--- src/rtl/core/text_to_integer_parser_assert.svh ---
// Assertion macros shared by the parser RTL.
// TTIP_ASSERT checks on every clock edge outside reset.
// TTIP_ASSERT_NORST checks on every clock edge, reset included.
`ifndef TEXT_TO_INTEGER_PARSER_ASSERT_SVH
`define TEXT_TO_INTEGER_PARSER_ASSERT_SVH

`ifndef ASSERT_OFF
`define TTIP_ASSERT(lbl, clk, rstn, prop) \
  lbl: assert property (@(posedge clk) disable iff (!rstn) prop) \
    else $error("parser assertion failed");
`define TTIP_ASSERT_NORST(lbl, clk, prop) \
  lbl: assert property (@(posedge clk) prop) \
    else $error("parser assertion failed");
`else
`define TTIP_ASSERT(lbl, clk, rstn, prop)
`define TTIP_ASSERT_NORST(lbl, clk, prop)
`endif

`endif

--- src/rtl/core/ttip_pkg.sv ---
package ttip_pkg;

  // Default length of the character window after leading whitespace.
  localparam int unsigned MaxCharsDef = 64;

  // Configuration register indexes.
  localparam logic [1:0] CfgNumberBase  = 2'd0;
  localparam logic [1:0] CfgWidthSelect = 2'd1;
  localparam logic [1:0] CfgSignedMode  = 2'd2;

  // Characters with a special meaning.
  localparam logic [6:0] ClampCode = 7'd127;
  localparam logic [6:0] CharMinus = 7'h2d;
  localparam logic [4:0] NoDigit   = 5'd31;

  typedef enum logic [1:0] {
    PhaseSkip = 2'd0,
    PhaseRead = 2'd1,
    PhaseStop = 2'd2
  } phase_e;

  typedef enum logic [1:0] {
    StatusOk       = 2'd0,
    StatusEmpty    = 2'd1,
    StatusNoDigits = 2'd2,
    StatusRange    = 2'd3
  } status_e;

  // Running parse state of one text.
  typedef struct packed {
    logic [63:0] acc;
    phase_e      phase;
    logic        minus;
    logic        ovf;
    logic        digit;
  } pstate_t;

  // Register settings seen by the character step.
  typedef struct packed {
    logic [4:0] number_base;
    logic [1:0] width_select;
    logic       signed_mode;
  } cfg_t;

  // Effective radix: anything other than 8 or 16 acts as 10.
  function automatic logic [4:0] radix(input logic [4:0] base);
    logic [4:0] r;
    if (base == 5'd8 || base == 5'd16) begin
      r = base;
    end else begin
      r = 5'd10;
    end
    return r;
  endfunction

  // Digit value of a clamped character, NoDigit when it is none.
  function automatic logic [4:0] digit_value(input logic [6:0] c);
    logic [4:0] d;
    d = NoDigit;
    if (c >= 7'h30 && c <= 7'h39) begin
      d = 5'(c - 7'h30);
    end else if (c >= 7'h61 && c <= 7'h66) begin
      d = 5'(c - 7'h57);
    end else if (c >= 7'h41 && c <= 7'h46) begin
      d = 5'(c - 7'h37);
    end
    return d;
  endfunction

  // Mask of the bits inside the selected result width.
  function automatic logic [63:0] width_mask(input logic [1:0] ws);
    logic [63:0] m;
    unique case (ws)
      2'd0: m = 64'h0000_0000_0000_00ff;
      2'd1: m = 64'h0000_0000_0000_ffff;
      2'd2: m = 64'h0000_0000_ffff_ffff;
      default: m = 64'hffff_ffff_ffff_ffff;
    endcase
    return m;
  endfunction

  // Largest magnitude allowed for width, mode and sign.
  function automatic logic [63:0] limit(input logic [1:0] ws, input logic sgn,
                                        input logic minus);
    logic [63:0] full;
    logic [63:0] half;
    logic [63:0] lim;
    full = width_mask(ws);
    half = (full >> 1) + 64'd1;
    if (!sgn) begin
      lim = full;
    end else if (minus) begin
      lim = half;
    end else begin
      lim = half - 64'd1;
    end
    return lim;
  endfunction

endpackage

--- src/rtl/core/ttip_char_step.sv ---
// Applies one character to the running parse state: whitespace skip,
// window count, sign, digit decode and the range-checked accumulate.
module ttip_char_step import ttip_pkg::*; #(
  parameter int unsigned MaxChars = MaxCharsDef,
  localparam int unsigned WinW = $clog2(MaxChars + 1)
) (
  input  pstate_t           st_i,
  input  logic [WinW-1:0]   win_i,
  input  cfg_t              cfg_i,
  input  logic [20:0]       code_point_i,
  input  logic              no_character_i,
  output pstate_t           st_o,
  output logic [WinW-1:0]   win_o,
  output logic              over_o
);

  logic [6:0]  c7;
  logic [4:0]  d;
  logic [4:0]  b;
  logic        ws_char;
  logic [63:0] lim;
  logic [68:0] acc_x;
  logic [68:0] prod;
  logic        range_hi;
  logic        acc_upd;

  // Clamp, classify and decode the character.
  assign c7       = (code_point_i > 21'd127) ? ClampCode : code_point_i[6:0];
  assign ws_char  = (code_point_i == 21'd32) ||
                    (code_point_i >= 21'd9 && code_point_i <= 21'd13);
  assign d        = digit_value(c7);
  assign b        = radix(cfg_i.number_base);
  assign lim      = limit(cfg_i.width_select, cfg_i.signed_mode, st_i.minus);

  // Next magnitude, wide enough that it cannot wrap; the radix is a shift sum.
  assign acc_x = {5'd0, st_i.acc};
  always_comb begin
    unique case (b)
      5'd8:    prod = (acc_x << 3) + {64'd0, d};
      5'd16:   prod = (acc_x << 4) + {64'd0, d};
      default: prod = (acc_x << 3) + (acc_x << 1) + {64'd0, d};
    endcase
  end

  // Held magnitude already beyond the current range.
  assign range_hi = st_i.acc > lim;

  always_comb begin
    st_o    = st_i;
    win_o   = win_i;
    acc_upd = 1'b0;
    if (!no_character_i) begin
      if (st_i.phase == PhaseSkip && !ws_char) begin
        st_o.phase = PhaseRead;
      end
      if (st_o.phase == PhaseRead && win_i < WinW'(MaxChars)) begin
        win_o = win_i + WinW'(1);
        if (win_i == '0 && c7 == CharMinus && cfg_i.signed_mode) begin
          st_o.minus = 1'b1;
        end else if (d >= b) begin
          st_o.phase = PhaseStop;
        end else begin
          st_o.digit = 1'b1;
          if (!st_i.ovf) begin
            if (prod > {5'd0, lim}) begin
              st_o.ovf = 1'b1;
            end else begin
              st_o.acc = prod[63:0];
              acc_upd  = 1'b1;
            end
          end
        end
      end
    end
    // A fresh accumulate is within range; a kept magnitude uses the early compare.
    over_o = st_o.ovf || (!acc_upd && range_hi);
  end

endmodule

--- src/rtl/core/text_to_integer_parser.sv ---
// Text to integer parser. Characters arrive one beat each on the slave
// stream (code point in tdata, tlast on the last character, tuser set for a
// beat that carries no character); the master stream gives one beat per
// text with the value in tdata and the status in tuser (0 ok, 1 empty,
// 2 no digits, 3 out of range). One character is taken every clock unless a
// beat that ends a text waits on a full result slot: a beat is registered,
// then applied to the parse state, where the radix multiply-add and the
// range compare form the longest path. A text's result is registered.
// Registers: 0 radix (8, 10 or 16), 1 width (8/16/32/64), 2 signed mode.
`include "text_to_integer_parser_assert.svh"

module text_to_integer_parser import ttip_pkg::*; #(
  parameter int unsigned MaxChars = MaxCharsDef
) (
  input  logic        clk_i,
  input  logic        rst_ni,
  // Character beats.
  input  logic        s_axis_tvalid,
  output logic        s_axis_tready,
  input  logic [23:0] s_axis_tdata,   // [20:0] code_point, [23:21] zero
  input  logic        s_axis_tlast,
  input  logic [0:0]  s_axis_tuser,   // [0] no_character
  // Result beats.
  output logic        m_axis_tvalid,
  input  logic        m_axis_tready,
  output logic [63:0] m_axis_tdata,   // [63:0] parsed_value
  output logic [1:0]  m_axis_tuser,   // [1:0] parse_status
  // Register writes.
  input  logic        cfg_valid_i,
  output logic        cfg_ready_o,
  input  logic [1:0]  cfg_index_i,
  input  logic [4:0]  cfg_data_i
);

  localparam int unsigned WinW = $clog2(MaxChars + 1);

  cfg_t            cfg_q;
  logic            in_valid_q;
  logic [20:0]     in_cp_q;
  logic            in_last_q;
  logic            in_none_q;
  pstate_t         st_q;
  pstate_t         st_d;
  logic [WinW-1:0] win_q;
  logic [WinW-1:0] win_d;
  logic            over;
  logic            proc_go;
  logic            out_valid_q;
  logic [63:0]     out_value_q;
  status_e         out_status_q;
  logic [63:0]     value_d;
  status_e         status_d;

  // Register writes are always taken.
  assign cfg_ready_o = 1'b1;

  always_ff @(posedge clk_i or negedge rst_ni) begin
    if (!rst_ni) begin
      cfg_q.number_base  <= 5'd10;
      cfg_q.width_select <= 2'd2;
      cfg_q.signed_mode  <= 1'b1;
    end else if (cfg_valid_i) begin
      unique case (cfg_index_i)
        CfgNumberBase:  cfg_q.number_base  <= cfg_data_i;
        CfgWidthSelect: cfg_q.width_select <= cfg_data_i[1:0];
        CfgSignedMode:  cfg_q.signed_mode  <= cfg_data_i[0];
        default: ;
      endcase
    end
  end

  // The held beat moves on unless it ends a text and the result slot stays full.
  assign proc_go       = in_valid_q && (!in_last_q || !out_valid_q || m_axis_tready);
  assign s_axis_tready = !in_valid_q || proc_go;

  // Input register.
  always_ff @(posedge clk_i or negedge rst_ni) begin
    if (!rst_ni) begin
      in_valid_q <= 1'b0;
    end else if (s_axis_tready) begin
      in_valid_q <= s_axis_tvalid;
    end
  end

  always_ff @(posedge clk_i) begin
    if (s_axis_tvalid && s_axis_tready) begin
      in_cp_q   <= s_axis_tdata[20:0];
      in_last_q <= s_axis_tlast;
      in_none_q <= s_axis_tuser[0];
    end
  end

  ttip_char_step #(
    .MaxChars (MaxChars)
  ) u_char_step (
    .st_i           (st_q),
    .win_i          (win_q),
    .cfg_i          (cfg_q),
    .code_point_i   (in_cp_q),
    .no_character_i (in_none_q),
    .st_o           (st_d),
    .win_o          (win_d),
    .over_o         (over)
  );

  // Parse state; cleared after the beat that ends a text.
  always_ff @(posedge clk_i or negedge rst_ni) begin
    if (!rst_ni) begin
      st_q  <= '{acc: '0, phase: PhaseSkip, minus: 1'b0, ovf: 1'b0, digit: 1'b0};
      win_q <= '0;
    end else if (proc_go) begin
      if (in_last_q) begin
        st_q  <= '{acc: '0, phase: PhaseSkip, minus: 1'b0, ovf: 1'b0, digit: 1'b0};
        win_q <= '0;
      end else begin
        st_q  <= st_d;
        win_q <= win_d;
      end
    end
  end

  // Final status and value of a text.
  always_comb begin
    value_d = '0;
    priority if (st_d.phase == PhaseSkip) begin
      status_d = StatusEmpty;
    end else if (!st_d.digit) begin
      status_d = StatusNoDigits;
    end else if (over) begin
      status_d = StatusRange;
    end else begin
      status_d = StatusOk;
      value_d  = (st_d.minus ? (64'd0 - st_d.acc) : st_d.acc) &
                 width_mask(cfg_q.width_select);
    end
  end

  // Result register.
  always_ff @(posedge clk_i or negedge rst_ni) begin
    if (!rst_ni) begin
      out_valid_q <= 1'b0;
    end else if (proc_go && in_last_q) begin
      out_valid_q <= 1'b1;
    end else if (m_axis_tready) begin
      out_valid_q <= 1'b0;
    end
  end

  always_ff @(posedge clk_i) begin
    if (proc_go && in_last_q) begin
      out_value_q  <= value_d;
      out_status_q <= status_d;
    end
  end

  assign m_axis_tvalid = out_valid_q;
  assign m_axis_tdata  = out_value_q;
  assign m_axis_tuser  = out_status_q;

  `TTIP_ASSERT(a_err_value_zero, clk_i, rst_ni,
    (m_axis_tvalid && out_status_q != StatusOk) |-> (out_value_q == 64'd0))
  `TTIP_ASSERT(a_byte_width_clean, clk_i, rst_ni,
    (m_axis_tvalid && cfg_q.width_select == 2'd0) |-> (out_value_q[63:8] == 56'd0))
  `TTIP_ASSERT(a_clear_after_text, clk_i, rst_ni,
    (proc_go && in_last_q) |=> (st_q.phase == PhaseSkip && win_q == '0 && st_q.acc == '0))
  `TTIP_ASSERT(a_skip_is_clean, clk_i, rst_ni,
    (st_q.phase == PhaseSkip) |-> (!st_q.digit && !st_q.minus && win_q == '0))
  `TTIP_ASSERT(a_window_bound, clk_i, rst_ni,
    win_q <= WinW'(MaxChars))
  `TTIP_ASSERT_NORST(a_reset_clears, clk_i,
    (!rst_ni) |=> (!m_axis_tvalid && win_q == '0))

endmodule
--- config.mk ---
export PLATFORM = sky130hd
export DESIGN_NAME = text_to_integer_parser
export DESIGN_NICKNAME = d
export VERILOG_FILES = /design/src/rtl/core/ttip_pkg.sv /design/src/rtl/core/ttip_char_step.sv /design/src/rtl/core/text_to_integer_parser.sv
export VERILOG_INCLUDE_DIRS = /design/src /design/src/rtl/core
export SDC_FILE = /design/constraint.sdc
export NUM_CORES = 1
export LEC_CHECK = 0
export BUFFER_PORTS_ARGS = -buffer_cell sky130_fd_sc_hd__buf_2
export CAP_MARGIN = 20
export CORE_MARGIN = 8
export CORE_UTILIZATION = 39
export CTS_CLUSTER_DIAMETER = 200
export DETAILED_ROUTE_END_ITERATION = 8
export HOLD_SLACK_MARGIN = 0.06
export SYNTH_ARGS = -nofsm -noshare
export SYNTH_HDL_FRONTEND = slang
export SYNTH_SLANG_ARGS = --single-unit
--- constraint.sdc ---
create_clock -name clk_i -period 33.7 [get_ports clk_i]
set_clock_uncertainty 0.05 [all_clocks]
set_input_delay 5.055 -clock clk_i [delete_from_list [all_inputs] [get_ports clk_i]]
set_output_delay 5.055 -clock clk_i [all_outputs]
set_load 0.01 [all_outputs]
==> metrics.md <==
| Metric | Value |
|---|---|
| Outcome | `complete, no violations` |
| Top-Level Pins | `approximately 110` |
| Die Y | `roughly 260 um` |
| Worst hold slack | `about 0.46 ns` |
| RSZ-0062 raised after global routing | `no` |
| Via/cell ratio | `6.36` |
| Final Hold Fails | `0` |
| Post-Syn Instances | `around 3200` |
| Least-Margin Pin Slew | `1.30 ns` |
| Clock Tree Buf Depth | `2` |
| Final Cycle Share | `between 40% and 50%` |
| CTS Hold Bufs | `0` |
| Synth warn | `0` |
| Netlist cell types | `between 100 and 150` |
| Setup CP Type | `flip-flop to flip-flop` |
| CP Launch Type | `flip-flop` |
| CTS tree | `done` |
| Worst-path fanout max | `28` |
| WP data required | `33.83 ns` |
| Worst-skew pair later-pin latency | `about 0.46 ns` |
| Placed Instance Area | `~0.025 mm2` |
| R2R Path Start | `in_cp_q[8]$_DFFE_PP_` |
| First-pass GRT wire length | `between 100000 and 150000 um` |
| FILL cells | `6377` |
| Top cells by area, synth | `edfxtp_1, ha_1, dfrtp_1, nand2_1, nor2_1` |
| TritonRoute pass-1 iters | `6` |
| Post-CTS sizing | `0` |
| Mean post-synth cell area | `7.62 um2` |
| Part of the power in registers | `40.3%` |
| Top post-synthesis cells by count | `nand2_1, nor2_1, ha_1` |
| Chip width | `between 200 and 300 um` |
| HP Class | `flip-flop to flip-flop` |
| # Post-CTS Setup Buffers | `0` |
| Synthesized cell area | `between 0.02 and 0.025 mm2` |
| Number of antenna-violating nets in the routed design | `0` |
| RePlAce Congestion | `approximately 1` |
| Clock sinks | `175` |
| Top-area cell type share of the netlist area | `between 10 and 15%` |
| Depth of the worst hold-timing path | `1` |
| Final core occ | `between 40% and 50%` |
| Die area | `roughly 0.070 mm2` |
| RR Endpoint | `m_axis_tdata[58]$_SDFFCE_PP0P_` |
| Yosys top cell by area | `edfxtp_1` |
| Reg clk slew, reported paths | `about 0.080 ns` |
| Core area | `0.0614 mm2` |
| Clk pwr share | `about a third` |
| Place WS | `around 19 ns` |
| WHS Endpoint | `cfg_q[5]$_DFFE_PN0P_` |
| Area Growth Syn to Fin | `7.53%` |
| Number of DRC markers in iteration 0 | `between 2000 and 3000` |
| #FFs+latches synth | `175` |
| Hold wc startpoint | `cfg_q[5]$_DFFE_PN0P_` |
| Largest net degree at the start of global routing | `74` |
| Layout cells sized above 1 | `under 10%` |
| Comb pwr share | `between 20% and 30%` |
| Clock Tree Root | `clkbuf_16` |
| CP startpoint | `in_cp_q[8]$_DFFE_PP_` |
| Routed wire per std cell | `around 23 um` |
| LEAKAGE | `approximately 10 nW` |
| Final nets | `3389` |
| Largest stage delay on the critical path | `0.77 ns` |
| Synth Flop Type | `edfxtp_1` |
| Cell area power density | `23.4 mW/mm2` |
| Fin crit period | `between 15 and 20 ns` |
| IR drop worst, VDD | `0.0361 mV` |
| P_int | `around 0.40 mW` |
| GRT Util Overall | `roughly a quarter` |
| Sw frac | `between 30% and 40%` |
| FF-to-FF setup slack | `18.68 ns` |
| Final instance area | `0.0258 mm2` |
| Dpl hpwl | `70100 um` |
| Sequential element share of the synthesized area | `about a fifth` |
| Initial antenna violation count | `0` |
| Slowest-stage cell, CP | `nor4_1` |
| PortBufs | `~100` |
| CP Capture Type | `flip-flop` |
| Max Clk Rate | `between 60 and 70 MHz` |
| Worst Slack Setup Final | `between 15 and 20 ns` |
| Initial core utilization | `~39%` |
| CP arrival | `approximately 15 ns` |
| Setup tns final | `0 ns` |
| Count leader, synth | `nand2_1` |
| Detailed Route WL | `slightly below 90000 um` |
| Final setup fails | `0` |
| Vias in the first global route | `23372` |
| Rel. slew slack | `12.7%` |
| Number of H-tree levels | `4` |
| Drt drc | `0` |
| Total inserted antenna cells | `0` |
| R2R cell count | `44` |
| Async set-or-reset flop fraction in the synthesized netlist | `49.1%` |
| Max-slew violations | `0` |
| Remaining Overflow, GRT | `0` |
| Row Count | `91` |
| Via Count | `~25000` |
| Max cap viols | `0` |
| Post-synth EDFFs | `between 80 and 90` |
| Sw Pwr | `about 0.2 mW` |
| CTS Buf Count | `17` |
-- final cells by class --
cell class / instances / area [um2] / share of cell area, %
Sequential cell: 175 / 4830 / 18.7
Inverter: 49 / 184 / 0.712
Multi-Input combinational cell: 2738 / 18300 / 70.7
Clock inverter: 15 / 193 / 0.746
Timing Repair Buffer: 158 / 951 / 3.68
Clock buffer: 17 / 425 / 1.65
Tap cell: 790 / 988 / 3.82
-- cells by family (layout without fill, tap and decap cells) --
family / after synthesis / count (layout) / synth area share, %
and+or+nand+nor: 1371 / 1371 / 29.1
AOI/OAI and AO/OA: 836 / 836 / 23.6
buffers and inverters: 242 / 239 / 4.04
xor gates and xnor gates: 241 / 241 / 8.81
adders and majority gates: 213 / 213 / 11.2
DFF: 175 / 175 / 20.1
muxes: 74 / 74 / 3.17
other: 2 / 3 / 0.0312
-- flip-flops by register name (all words and copies together), names as in the netlist --
name           cells
in_valid_q         1
st_q              69
m_axis_tdata      64
m_axis_tvalid      1
m_axis_tuser       2
in_none_q          1
win_q              7
in_last_q          1
cfg_q              8
in_cp_q           21
-- power groups by stage --
stage | sequential, mW | clock, mW | combinational (mW)
after floorplan | 0.246 | 0 | 0.0967
after global placement | 0.248 | 0 | 0.141
after detailed placement | 0.248 | 0 | 0.142
after CTS | 0.243 | 0.216 | 0.143
after global routing | 0.245 | 0.224 | 0.162
final | 0.243 | 0.213 | 0.147
-- through the flow --
stage / total power [mW] / std cells
6_report: 0.604 / 3942
2_1_floorplan: 0.343 / 3155
5_1_grt: 0.630 / 3942
4_1_cts: 0.602 / 3940
3_5_place_dp: 0.390 / 3908
3_3_place_gp: 0.388 / 3908
-- critical path: cells and delay by family, from the launching register on --
family	cells	cell delay, ns
AND/OR/NAND/NOR	24	7.83
buffers and inverters	3	0.34
adder cells (fa/ha/maj)	4	1.03
XOR/XNOR	1	0.21
flip-flops	1	0.38
AO/OA/AOI/OAI	11	4.46
multiplexers	1	0.40
-- layer usage --
metal	part of all wire, %	vias to the layer above	track usage, %
met5	0	-	0
met4	4.1	0	9.63
met3	7.0	186	3.69
met2	46	1004	40.2
met1	43	11965	32.1
li1	-	11911	-
-- worst max-delay path by stage --
stage	slack (ns)	end
2_1_floorplan	22.09	m_axis_tdata[60]$_SDFFCE_PP0P_
3_3_place_gp	19.04	m_axis_tdata[58]$_SDFFCE_PP0P_
3_5_place_dp	18.91	m_axis_tdata[58]$_SDFFCE_PP0P_
4_1_cts	18.88	m_axis_tdata[58]$_SDFFCE_PP0P_
5_1_grt	17.82	m_axis_tdata[58]$_SDFFCE_PP0P_
6_report	18.68	m_axis_tdata[58]$_SDFFCE_PP0P_
-- cells in the final DEF, fill, tap and decap left out, drive strengths merged, types with 35 or more instances in the layout --
master  instances
a21oi         183
nor3          119
nor2          321
or3            54
a21o           81
xor2          113
inv            56
o21ai         183
buf           158
nand3         110
ha            209
dfrtp          82
mux2i          57
nand4         128
xnor2         128
a211oi         36
and3           35
nand2         339
nor4           61
edfxtp         89
o22ai          36
(Power assumes the default switching activity.)
